<file path="src/sv/frtc_pkg.sv">
// frtc_pkg: shared types and constants of the flow rule table classifier
// holds the queue word, the rule entry layout and the result word
// no dependencies; imported by every module of the block

package frtc_pkg;

	localparam int unsigned ADDR_W          = 32;
	localparam int unsigned PORT_W          = 17;
	localparam int unsigned PROTO_W         = 8;
	localparam int unsigned ACT_W           = 2;
	localparam int unsigned MAX_RULES_DEF   = 16;

	localparam logic [PROTO_W-1:0] PROTO_TCP = 8'd6;
	localparam logic [PORT_W-1:0]  SSH_PORT  = 17'd22;
	localparam logic [PORT_W-1:0]  PORT_ANY  = 17'h1FFFF;
	localparam logic [ADDR_W-1:0]  ADDR_ANY  = 32'h0000_0000;
	localparam logic [ADDR_W-1:0]  LOOPBACK  = 32'h7F00_0001;

	localparam logic CMD_CLASSIFY = 1'b0;
	localparam logic CMD_WRITE    = 1'b1;

	localparam logic MODE_ACCEPT = 1'b0;
	localparam logic MODE_DROP   = 1'b1;

	localparam logic [ACT_W-1:0] ACT_NONE    = 2'd0;
	localparam logic [ACT_W-1:0] ACT_CAPTURE = 2'd1;
	localparam logic [ACT_W-1:0] ACT_INSPECT = 2'd2;
	localparam logic [ACT_W-1:0] ACT_IGNORE  = 2'd3;

	// what the front decided about a word
	typedef enum logic [1:0] {
		KIND_PASS   = 2'd0,
		KIND_LOOKUP = 2'd1,
		KIND_WRITE  = 2'd2
	} kind_t;

	typedef struct packed {
		kind_t             kind;
		logic [ADDR_W-1:0] sa;
		logic [ADDR_W-1:0] da;
		logic [PORT_W-1:0] sp;
		logic [PORT_W-1:0] dp;
		logic              mode;
		logic [ACT_W-1:0]  act;
		logic              sig;
	} item_t;

	typedef struct packed {
		logic  valid;
		item_t item;
	} qhead_t;

	typedef struct packed {
		logic [ADDR_W-1:0] sa;
		logic [ADDR_W-1:0] da;
		logic [PORT_W-1:0] sp;
		logic [PORT_W-1:0] dp;
		logic              mode;
		logic [ACT_W-1:0]  act;
	} entry_t;

	typedef struct packed {
		logic done;
		logic verdict;
		logic capture;
		logic matched;
		logic status;
	} result_t;

endpackage

</file>
<file path="src/sv/frtc_front.sv">
// frtc_front: takes words in, sorts them into pass, lookup or rule write
// and holds them in a two-entry queue until the scan engine pops them
// depends on frtc_pkg

module frtc_front (
	input  logic                          clk,
	input  logic                          arst_n,
	input  logic                          start,
	output logic                          busy,
	input  logic                          cmd,
	input  logic [frtc_pkg::PROTO_W-1:0]  protocol,
	input  logic [frtc_pkg::ADDR_W-1:0]   src_addr,
	input  logic [frtc_pkg::ADDR_W-1:0]   dst_addr,
	input  logic [frtc_pkg::PORT_W-1:0]   src_prt,
	input  logic [frtc_pkg::PORT_W-1:0]   dst_prt,
	input  logic                          rule_mode,
	input  logic [frtc_pkg::ACT_W-1:0]    rule_action,
	input  logic                          signature_hit,
	output frtc_pkg::qhead_t              head,
	input  logic                          pop
);
	import frtc_pkg::*;

	localparam int unsigned QDEPTH = 2;
	localparam int unsigned QPTR_W = $clog2(QDEPTH);
	localparam int unsigned QCNT_W = $clog2(QDEPTH + 1);

	item_t               slot_q [QDEPTH];
	logic [QPTR_W-1:0]   wr_ptr_q;
	logic [QPTR_W-1:0]   rd_ptr_q;
	logic [QCNT_W-1:0]   cnt_q;
	item_t               item_in;
	logic                push;
	logic                do_pop;

	always_comb begin
		item_in.sa   = src_addr;
		item_in.da   = dst_addr;
		item_in.sp   = src_prt;
		item_in.dp   = dst_prt;
		item_in.mode = rule_mode;
		item_in.act  = rule_action;
		item_in.sig  = signature_hit;
		if (cmd == CMD_WRITE) begin
			item_in.kind = KIND_WRITE;
		end else if (protocol != PROTO_TCP || dst_prt == SSH_PORT) begin
			item_in.kind = KIND_PASS;
		end else begin
			item_in.kind = KIND_LOOKUP;
		end
	end

	assign busy   = (cnt_q == QCNT_W'(QDEPTH));
	assign push   = start && !busy;
	assign do_pop = pop && (cnt_q != '0);

	assign head.valid = (cnt_q != '0);
	assign head.item  = slot_q[rd_ptr_q];

	always_ff @(posedge clk) begin
		if (push) begin
			slot_q[wr_ptr_q] <= item_in;
		end
	end

	always_ff @(posedge clk or negedge arst_n) begin
		if (!arst_n) begin
			wr_ptr_q <= '0;
			rd_ptr_q <= '0;
			cnt_q    <= '0;
		end else begin
			if (push) begin
				wr_ptr_q <= wr_ptr_q + 1'b1;
			end
			if (do_pop) begin
				rd_ptr_q <= rd_ptr_q + 1'b1;
			end
			unique case ({push, do_pop})
				2'b10:   cnt_q <= cnt_q + 1'b1;
				2'b01:   cnt_q <= cnt_q - 1'b1;
				default: cnt_q <= cnt_q;
			endcase
		end
	end

endmodule

</file>
<file path="src/sv/frtc_back.sv">
// frtc_back: rule table memory and the scan engine that walks it newest first
// one read issued per cycle, compare on the registered read data
// depends on frtc_pkg

module frtc_back #(
	parameter int unsigned MAX_RULES = frtc_pkg::MAX_RULES_DEF
) (
	input  logic              clk,
	input  logic              arst_n,
	input  frtc_pkg::qhead_t  head,
	output logic              pop,
	output frtc_pkg::result_t res
);
	import frtc_pkg::*;

	localparam int unsigned IDX_W = $clog2(MAX_RULES);
	localparam int unsigned CNT_W = $clog2(MAX_RULES + 1);

	typedef enum logic [1:0] {
		S_IDLE = 2'b01,
		S_SCAN = 2'b10
	} state_t;

	state_t             state_q;
	item_t              work_q;
	logic [CNT_W-1:0]   cnt_q;
	logic [CNT_W-1:0]   cnt_m1;
	logic [IDX_W-1:0]   idx_q;
	logic               issue_q;
	logic               rd_vld_s1;
	logic [IDX_W-1:0]   rd_idx_s1;
	entry_t             rd_ent_s1;
	logic               mode0_q;
	logic [ACT_W-1:0]   act0_q;
	result_t            res_q;
	entry_t             mem [MAX_RULES];

	entry_t             ent;
	logic               tuple_eq;
	logic               rule_hit;
	logic               hit;
	logic               last;
	logic               finish;
	logic               wr_en;
	logic [IDX_W-1:0]   wr_idx;
	entry_t             wr_ent;
	logic               cnt_inc;
	result_t            res_d;

	assign cnt_m1 = cnt_q - 1'b1;

	// entry 0 keeps its reset four-tuple forever; only mode and action move
	always_comb begin
		if (rd_idx_s1 == '0) begin
			ent.sa   = LOOPBACK;
			ent.da   = LOOPBACK;
			ent.sp   = PORT_ANY;
			ent.dp   = PORT_ANY;
			ent.mode = mode0_q;
			ent.act  = act0_q;
		end else begin
			ent = rd_ent_s1;
		end
	end

	always_comb begin
		tuple_eq = (ent.sp == work_q.sp) && (ent.sa == work_q.sa)
			&& (ent.dp == work_q.dp) && (ent.da == work_q.da);
		// loopback in a rule matches any destination
		rule_hit = (ent.dp == PORT_ANY || ent.dp == work_q.dp)
			&& (ent.sp == PORT_ANY || ent.sp == work_q.sp)
			&& (ent.sa == ADDR_ANY || ent.sa == work_q.sa)
			&& (ent.da == ADDR_ANY || ent.da == work_q.da || ent.da == LOOPBACK);
		if (work_q.kind == KIND_WRITE) begin
			hit = rd_vld_s1 && tuple_eq;
		end else begin
			hit = rd_vld_s1 && (ent.act != ACT_IGNORE) && rule_hit;
		end
		last   = rd_vld_s1 && (rd_idx_s1 == '0);
		finish = (state_q == S_SCAN) && (hit || last);
	end

	assign pop = (state_q == S_IDLE) && head.valid;

	always_comb begin
		wr_en   = 1'b0;
		wr_idx  = rd_idx_s1;
		wr_ent  = ent;
		cnt_inc = 1'b0;
		res_d   = '0;
		if (pop && head.item.kind == KIND_PASS) begin
			res_d.done = 1'b1;
		end else if (finish) begin
			res_d.done = 1'b1;
			if (work_q.kind == KIND_WRITE) begin
				if (hit) begin
					wr_en         = 1'b1;
					wr_ent.mode   = work_q.mode;
					wr_ent.act    = work_q.act;
					res_d.matched = 1'b1;
				end else if (cnt_q < CNT_W'(MAX_RULES)) begin
					wr_en       = 1'b1;
					wr_idx      = cnt_q[IDX_W-1:0];
					wr_ent.sa   = work_q.sa;
					wr_ent.da   = work_q.da;
					wr_ent.sp   = work_q.sp;
					wr_ent.dp   = work_q.dp;
					wr_ent.mode = work_q.mode;
					wr_ent.act  = work_q.act;
					cnt_inc     = 1'b1;
				end else begin
					res_d.status = 1'b1;
				end
			end else if (hit) begin
				res_d.matched = 1'b1;
				if (ent.act == ACT_INSPECT && work_q.sig) begin
					wr_en         = 1'b1;
					wr_ent.mode   = MODE_DROP;
					res_d.verdict = MODE_DROP;
				end else begin
					res_d.verdict = ent.mode;
					res_d.capture = (ent.act == ACT_CAPTURE);
				end
			end else begin
				res_d.verdict = MODE_DROP;
			end
		end
	end

	// table memory: one write port, one registered read port
	always_ff @(posedge clk) begin
		if (wr_en && wr_idx != '0) begin
			mem[wr_idx] <= wr_ent;
		end
		rd_ent_s1 <= mem[idx_q];
	end

	always_ff @(posedge clk) begin
		if (pop) begin
			work_q <= head.item;
		end
	end

	always_ff @(posedge clk or negedge arst_n) begin
		if (!arst_n) begin
			state_q   <= S_IDLE;
			cnt_q     <= CNT_W'(1);
			idx_q     <= '0;
			issue_q   <= 1'b0;
			rd_vld_s1 <= 1'b0;
			rd_idx_s1 <= '0;
			mode0_q   <= MODE_ACCEPT;
			act0_q    <= ACT_NONE;
			res_q     <= '0;
		end else begin
			res_q     <= res_d;
			rd_idx_s1 <= idx_q;
			rd_vld_s1 <= (state_q == S_SCAN) && issue_q && !finish;
			if (cnt_inc) begin
				cnt_q <= cnt_q + 1'b1;
			end
			if (wr_en && wr_idx == '0) begin
				mode0_q <= wr_ent.mode;
				act0_q  <= wr_ent.act;
			end
			unique case (state_q)
				S_IDLE: begin
					if (pop && head.item.kind != KIND_PASS) begin
						state_q <= S_SCAN;
						idx_q   <= cnt_m1[IDX_W-1:0];
						issue_q <= 1'b1;
					end
				end
				S_SCAN: begin
					if (finish) begin
						state_q <= S_IDLE;
						issue_q <= 1'b0;
					end else if (issue_q) begin
						idx_q <= idx_q - 1'b1;
						if (idx_q == '0) begin
							issue_q <= 1'b0;
						end
					end
				end
				default: state_q <= S_IDLE;
			endcase
		end
	end

	assign res = res_q;

endmodule

</file>
<file path="src/sv/flow_rule_table_classifier.sv">
// flow_rule_table_classifier: top level, front queue plus rule scan engine
// a pass-through word (non-tcp or ssh port) goes through a queue slot and the
// result register to done; lookups and rule writes also wait for a table scan,
// which is set by the single table read port walking one rule a cycle
// pass-through words go one per cycle while the scan engine is idle
// reset: async active low; table holds only the loopback rule, queue empty

module flow_rule_table_classifier #(
	parameter int unsigned MAX_RULES = frtc_pkg::MAX_RULES_DEF
) (
	input  logic                          clk,
	input  logic                          arst_n,
	input  logic                          start,
	output logic                          busy,
	input  logic                          cmd,
	input  logic [frtc_pkg::PROTO_W-1:0]  protocol,
	input  logic [frtc_pkg::ADDR_W-1:0]   src_addr,
	input  logic [frtc_pkg::ADDR_W-1:0]   dst_addr,
	input  logic signed [frtc_pkg::PORT_W-1:0] src_prt,
	input  logic signed [frtc_pkg::PORT_W-1:0] dst_prt,
	input  logic                          rule_mode,
	input  logic [frtc_pkg::ACT_W-1:0]    rule_action,
	input  logic                          signature_hit,
	output logic                          done,
	output logic                          verdict,
	output logic                          capture,
	output logic                          matched,
	output logic                          status
);
	import frtc_pkg::*;

	// queue head seen by the scan engine
	qhead_t  head;
	logic    pop;
	// registered result word, one cycle strobe
	result_t res;

	// front: sorts each word and parks it; busy only when both slots are full,
	// so a word is taken while the scan engine still works on an older one
	frtc_front u_front (
		.clk           (clk),
		.arst_n        (arst_n),
		.start         (start),
		.busy          (busy),
		.cmd           (cmd),
		.protocol      (protocol),
		.src_addr      (src_addr),
		.dst_addr      (dst_addr),
		// ports are compared as raw 17-bit patterns
		.src_prt       ($unsigned(src_prt)),
		.dst_prt       ($unsigned(dst_prt)),
		.rule_mode     (rule_mode),
		.rule_action   (rule_action),
		.signature_hit (signature_hit),
		.head          (head),
		.pop           (pop)
	);

	// back: walks the table newest first, one rule per cycle, and applies the
	// update, append or inspect write-back on the cycle it finishes
	frtc_back #(
		.MAX_RULES (MAX_RULES)
	) u_back (
		.clk    (clk),
		.arst_n (arst_n),
		.head   (head),
		.pop    (pop),
		.res    (res)
	);

	// the receiver takes every result word as it comes
	assign done    = res.done;
	assign verdict = res.verdict;
	assign capture = res.capture;
	assign matched = res.matched;
	assign status  = res.status;

endmodule

</file>
<file path="config.mk">
export PLATFORM = sky130hd
export DESIGN_NAME = flow_rule_table_classifier
export DESIGN_NICKNAME = d
export VERILOG_FILES = /design/src/sv/frtc_pkg.sv /design/src/sv/frtc_front.sv /design/src/sv/frtc_back.sv /design/src/sv/flow_rule_table_classifier.sv
export SDC_FILE = /design/constraint.sdc
export NUM_CORES = 2
export LEC_CHECK = 0
export BUFFER_PORTS_ARGS = -buffer_cell sky130_fd_sc_hd__clkbuf_2
export CORE_ASPECT_RATIO = 0.7
export CORE_MARGIN = 2
export CORE_UTILIZATION = 41
export DETAILED_ROUTE_END_ITERATION = 8
export GPL_TIMING_DRIVEN = 0
export MAX_ROUTING_LAYER = met4
export PLACE_DENSITY = 0.61
export REMOVE_ABC_BUFFERS = 1
export SKIP_LAST_GASP = 1
export SYNTH_ARGS = -nofsm -noshare
export SYNTH_HDL_FRONTEND = slang
export SYNTH_HIERARCHICAL = 1
export SYNTH_SLANG_ARGS = --single-unit
</file>
<file path="constraint.sdc">
create_clock -name clk -period 15 [get_ports clk]
set_input_delay 3 -clock clk [delete_from_list [all_inputs] [get_ports clk]]
set_output_delay 3 -clock clk [all_outputs]
set_load 0.01 [all_outputs]
</file>
==> summary.md <==
| Metric | Value |
|---|---|
| Number of maximum-capacitance constraint violations | 0 |
| Remaining routing DRC violations | 0 |
| Critical path buffer and inverter count | 12 |
| NumNets Final | 4199 |
| Synthesized instance count | 3507 |
| Worst hold margin | between 0.4 and 0.5 ns |
| Combinational cell fraction of total power | 24.2% |
| CP top delay family | simple AND/OR/NAND/NOR gates |
| Portion of total power attributed to sequential cells | 48.1% |
| Layout cell share with drive strength beyond 1 | approximately a third |
| Delay of the slowest critical-path stage | between 1 and 1.5 ns |
| Core Rows | 134 |
| Fin crit share | 55.0% |
| Worst min-delay path startpoint | u_front/cnt_q[1]$_DFFE_PN0P_ |
| Critical path type | reg -> reg |
| Count of cells resized by post-cts repair | 0 |
| Worst hold path type | reg -> reg |
| Fin crit period | roughly 8.2 ns |
| GRT Resource Usage Total | 19.4% |
| Initial core utilization | between 40% and 50% |
| Data arrival time of the critical path | ~8.8 ns |
| Worst clock skew on the final layout | about 0.029 ns |
| CTS tree | built |
| Top cells by area in the synthesized netlist | edfxtp_1, mux4_2, dfxtp_1, mux2_2, dfrtp_1 |
| IO buf count | about 120 |
| RSZ-0062 raised after global routing | false |
| Post-CTS setup buffer count | 0 |
| Horizontal die dimension | between 500 and 600 µm |
| Deepest clock path buffer count | 3 |
| Count of cell types in the netlist | 67 |
| Number of violations reported at the end of detailed-routing iteration 0 | between 4000 and 5000 |
| CTS H-tree depth | 4 |
| Reg2reg start | u_back/rd_idx_s1[3]$_DFF_PN0_ |
| Capturing element type of the critical path | flip-flop |
| Global-route wire length before repair | around 270 mm |
| Asr flop ratio synth | approximately 1.4% |
| Die area | just under 200000 µm² |
| Vias in the first global route | about 38000 |
| Area of the mapped netlist | 78300 µm² |
| DR vias | about 38000 |
| Register-to-register path setup slack | roughly 6.8 ns |
| Endpoint, Worst Hold | u_front/cnt_q[1]$_DFFE_PN0P_ |
| Die height | 370 µm |
| Worst-path cell chain | nor4_4, buf_8, buf_8, buf_6, buf_6, buf_6, a21oi_1, o32ai_1, nand4_1, nor3b_1, nand4_1, o21ai_4, o21ai_0, nor3_2, buf_6, buf_6, buf_6, buf_6, buf_6, buf_6, buf_6 |
| Launching element type of the critical path | flip-flop |
| Setup Viol. Count Final | 0 |
| Avg Vias per Cell | around 5.7 |
| Library cell occupying the most area in the post-synthesis netlist | edfxtp_1 |
| Fraction of post-synthesis cell area in the top cell type by area | between 70% and 80% |
| Share of synthesized area occupied by flip-flops and latches | between 70% and 80% |
| Register clock-pin slew on the reported worst setup and hold paths | approximately 0.060 ns |
| Hold depth | 1 |
| Switching share of power | around 29% |
| Hold buffer count at CTS | 0 |
| Clock latency reported for the late side of the worst-skew pair | 0.81 ns |
| Total clock buffers created by CTS | approximately 190 |
| Gr ovfl total | 0 |
| Number of antenna violations at the first check in global routing | 2 |
| Outcome | complete, no violations |
| Layout area overhead | 17.6% |
| Power, Total | approximately 17 mW |
| Maximum number of pins on one net before global-route repair | 60 |
| Worst IR Drop VDD | 0.157 mV |
| Final TNS setup | 0 ns |
| Ys flop type | edfxtp_1 |
| Antenna Violating Nets Remaining | 0 |
| Power per unit of standard cell area | around 190 nW/µm² |
| Final estimated routing congestion in global placement | 0.725 |
| Non-filler cells in the finished layout | 6758 |
| Cell with the most instances after synthesis | edfxtp_1 |
| P_int | between 10 and 15 mW |
| Number of enable flip-flop cells after synthesis | ~1900 |
| Clock root cell | clkbuf_16 |
| Most used standard cells in the synthesized netlist | edfxtp_1, mux4_2, mux2_2, clkbuf_1, dfxtp_1 |
| Worst R2R End | u_back/mem[12][49]$_DFFE_PP_ |
| Final number of max-transition violations | 0 |
| Total count of hold-check failures in the final report | 0 |
| First-pass DRT Iterations | 6 |
| Final antenna diode count | 0 |
| Placeable core region | 190000 µm² |
| Highest-delay cell along the critical path | o32ai_1 |
| Number of cells traversed by the worst register-to-register path | 21 |
| Normalized max-slew margin | 7.33% |
| Largest fanout on the critical path | 20 |
| Achievable frequency | 121 MHz |
| Leak pwr | 30.2 nW |
| Number of clock sinks seen by CTS | between 2000 and 2500 |
| Half-perimeter wire length after detailed placement | roughly 120 mm |
| Cell with the most instances on the worst path | buf_6 |
| Worst Tran Pin Value | 1.39 ns |
| WL per Instance | around 27 µm |
| Switching power total | around 4.9 mW |
| Io pins | between 100 and 150 |
| Clk network pwr share | between 20% and 30% |
| Required time of the worst setup path | 15.50 ns |
| Drt total wl | 183 mm |
| Number of placed instances with taps included | 6410 |
| Post-synthesis register bit count | approximately 2100 |
| Post-Synthesis Mean Instance Area | approximately 22 µm² |
| Total of warnings raised by yosys | 6 |
==> registers in the layout, summed over array words and instances, names as in the netlist <==
register / count
u_back/work_q: 104
u_back/mem: 1616
u_back/idx_q: 4
u_back/mode0_q: 1
u_back/issue_q: 1
u_back/act0_q: 2
u_back/state_q: 2
u_back/rd_vld_s1: 1
u_front/cnt_q: 2
u_back/rd_ent_s1: 101
u_back/rd_idx_s1: 4
u_back/res: 5
u_front/wr_ptr_q: 1
u_back/cnt_q: 5
u_front/rd_ptr_q: 1
u_front/slot_q: 208
==> cell families (layout without fill, tap and decap cells) <==
family | count (synthesis) | count (layout) | synth area share (%)
compound gates | 267 | 267 | 2.54
simple gates | 311 | 311 | 2.15
flops | 2058 | 2058 | 77.5
fa+ha+maj | 3 | 3 | 0.0479
other cells | 1 | 101 | 0.00479
mux | 617 | 617 | 16.1
xor+xnor | 56 | 56 | 0.626
buf+inv | 194 | 829 | 1.05
==> layout make-up <==
type,count,area (µm²)
clock buffers,268,5280
clock inverters,80,736
fillers,15300,98100
inverters,25,93.8
multi-input cells,1355,17300
flip-flops and latches,2058,60700
well taps,2516,3150
repair buffers,456,4770
==> through the flow <==
stage                     worst slack (ns)  util, %  area, µm²
after CTS                             6.87     48.4      92000
after global routing                  6.50     48.4      92000
after detailed placement              6.91     45.2      86000
after global placement              -36.44     43.0      81700
final                                 6.75     48.4      92000
after floorplan                      -6.47        -      77900
==> per-layer routing <==
metal  up-vias  wire length [µm]  track usage, %
met5         -                 0               -
met4         0              3250            4.50
met3       250             12200            2.64
met2      1360             84300            28.5
met1     20600             83500            28.8
li1      16000                 -               -
==> layout by cell type (no fill, tap or decap), types with 33 or more instances in the layout <==
master	n
edfxtp_1	1928
mux4_2	505
clkbuf_16	192
buf_6	170
clkbuf_2	119
mux2_2	107
conb_1	101
dfxtp_1	101
buf_4	94
nor2_1	67
clkbuf_1	57
nand2_1	55
a22o_1	43
nor4_1	43
a31oi_1	40
o22a_1	39
a21oi_1	36
xnor2_1	34
buf_16	33
==> how the worst max path moves through the flow <==
stage          slack, ns  cells after the start                            to                          start
4_1_cts             6.87                     21  u_back/mem[12][49]$_DFFE_PP_  u_back/rd_idx_s1[3]$_DFF_PN0_
2_1_floorplan      -6.47                      7    u_back/mem[3][0]$_DFFE_PP_  u_back/rd_idx_s1[3]$_DFF_PN0_
3_5_place_dp        6.91                     21  u_back/mem[12][26]$_DFFE_PP_  u_back/rd_idx_s1[3]$_DFF_PN0_
3_3_place_gp      -36.44                      7   u_back/mem[3][23]$_DFFE_PP_  u_back/rd_idx_s1[3]$_DFF_PN0_
6_report            6.75                     21  u_back/mem[12][49]$_DFFE_PP_  u_back/rd_idx_s1[3]$_DFF_PN0_
5_1_grt             6.50                     21  u_back/mem[12][49]$_DFFE_PP_  u_back/rd_idx_s1[3]$_DFF_PN0_
==> power by group through the flow <==
stage                     Clock [mW]  Combinational [mW]  Sequential, mW
after floorplan                    0                3.58            8.51
after global placement             0                4.62            9.02
after detailed placement           0                4.14            8.31
after CTS                       4.81                4.16            8.20
after global routing            5.03                4.44            8.27
final                           4.72                4.11            8.20
(Power assumes the default switching activity.)
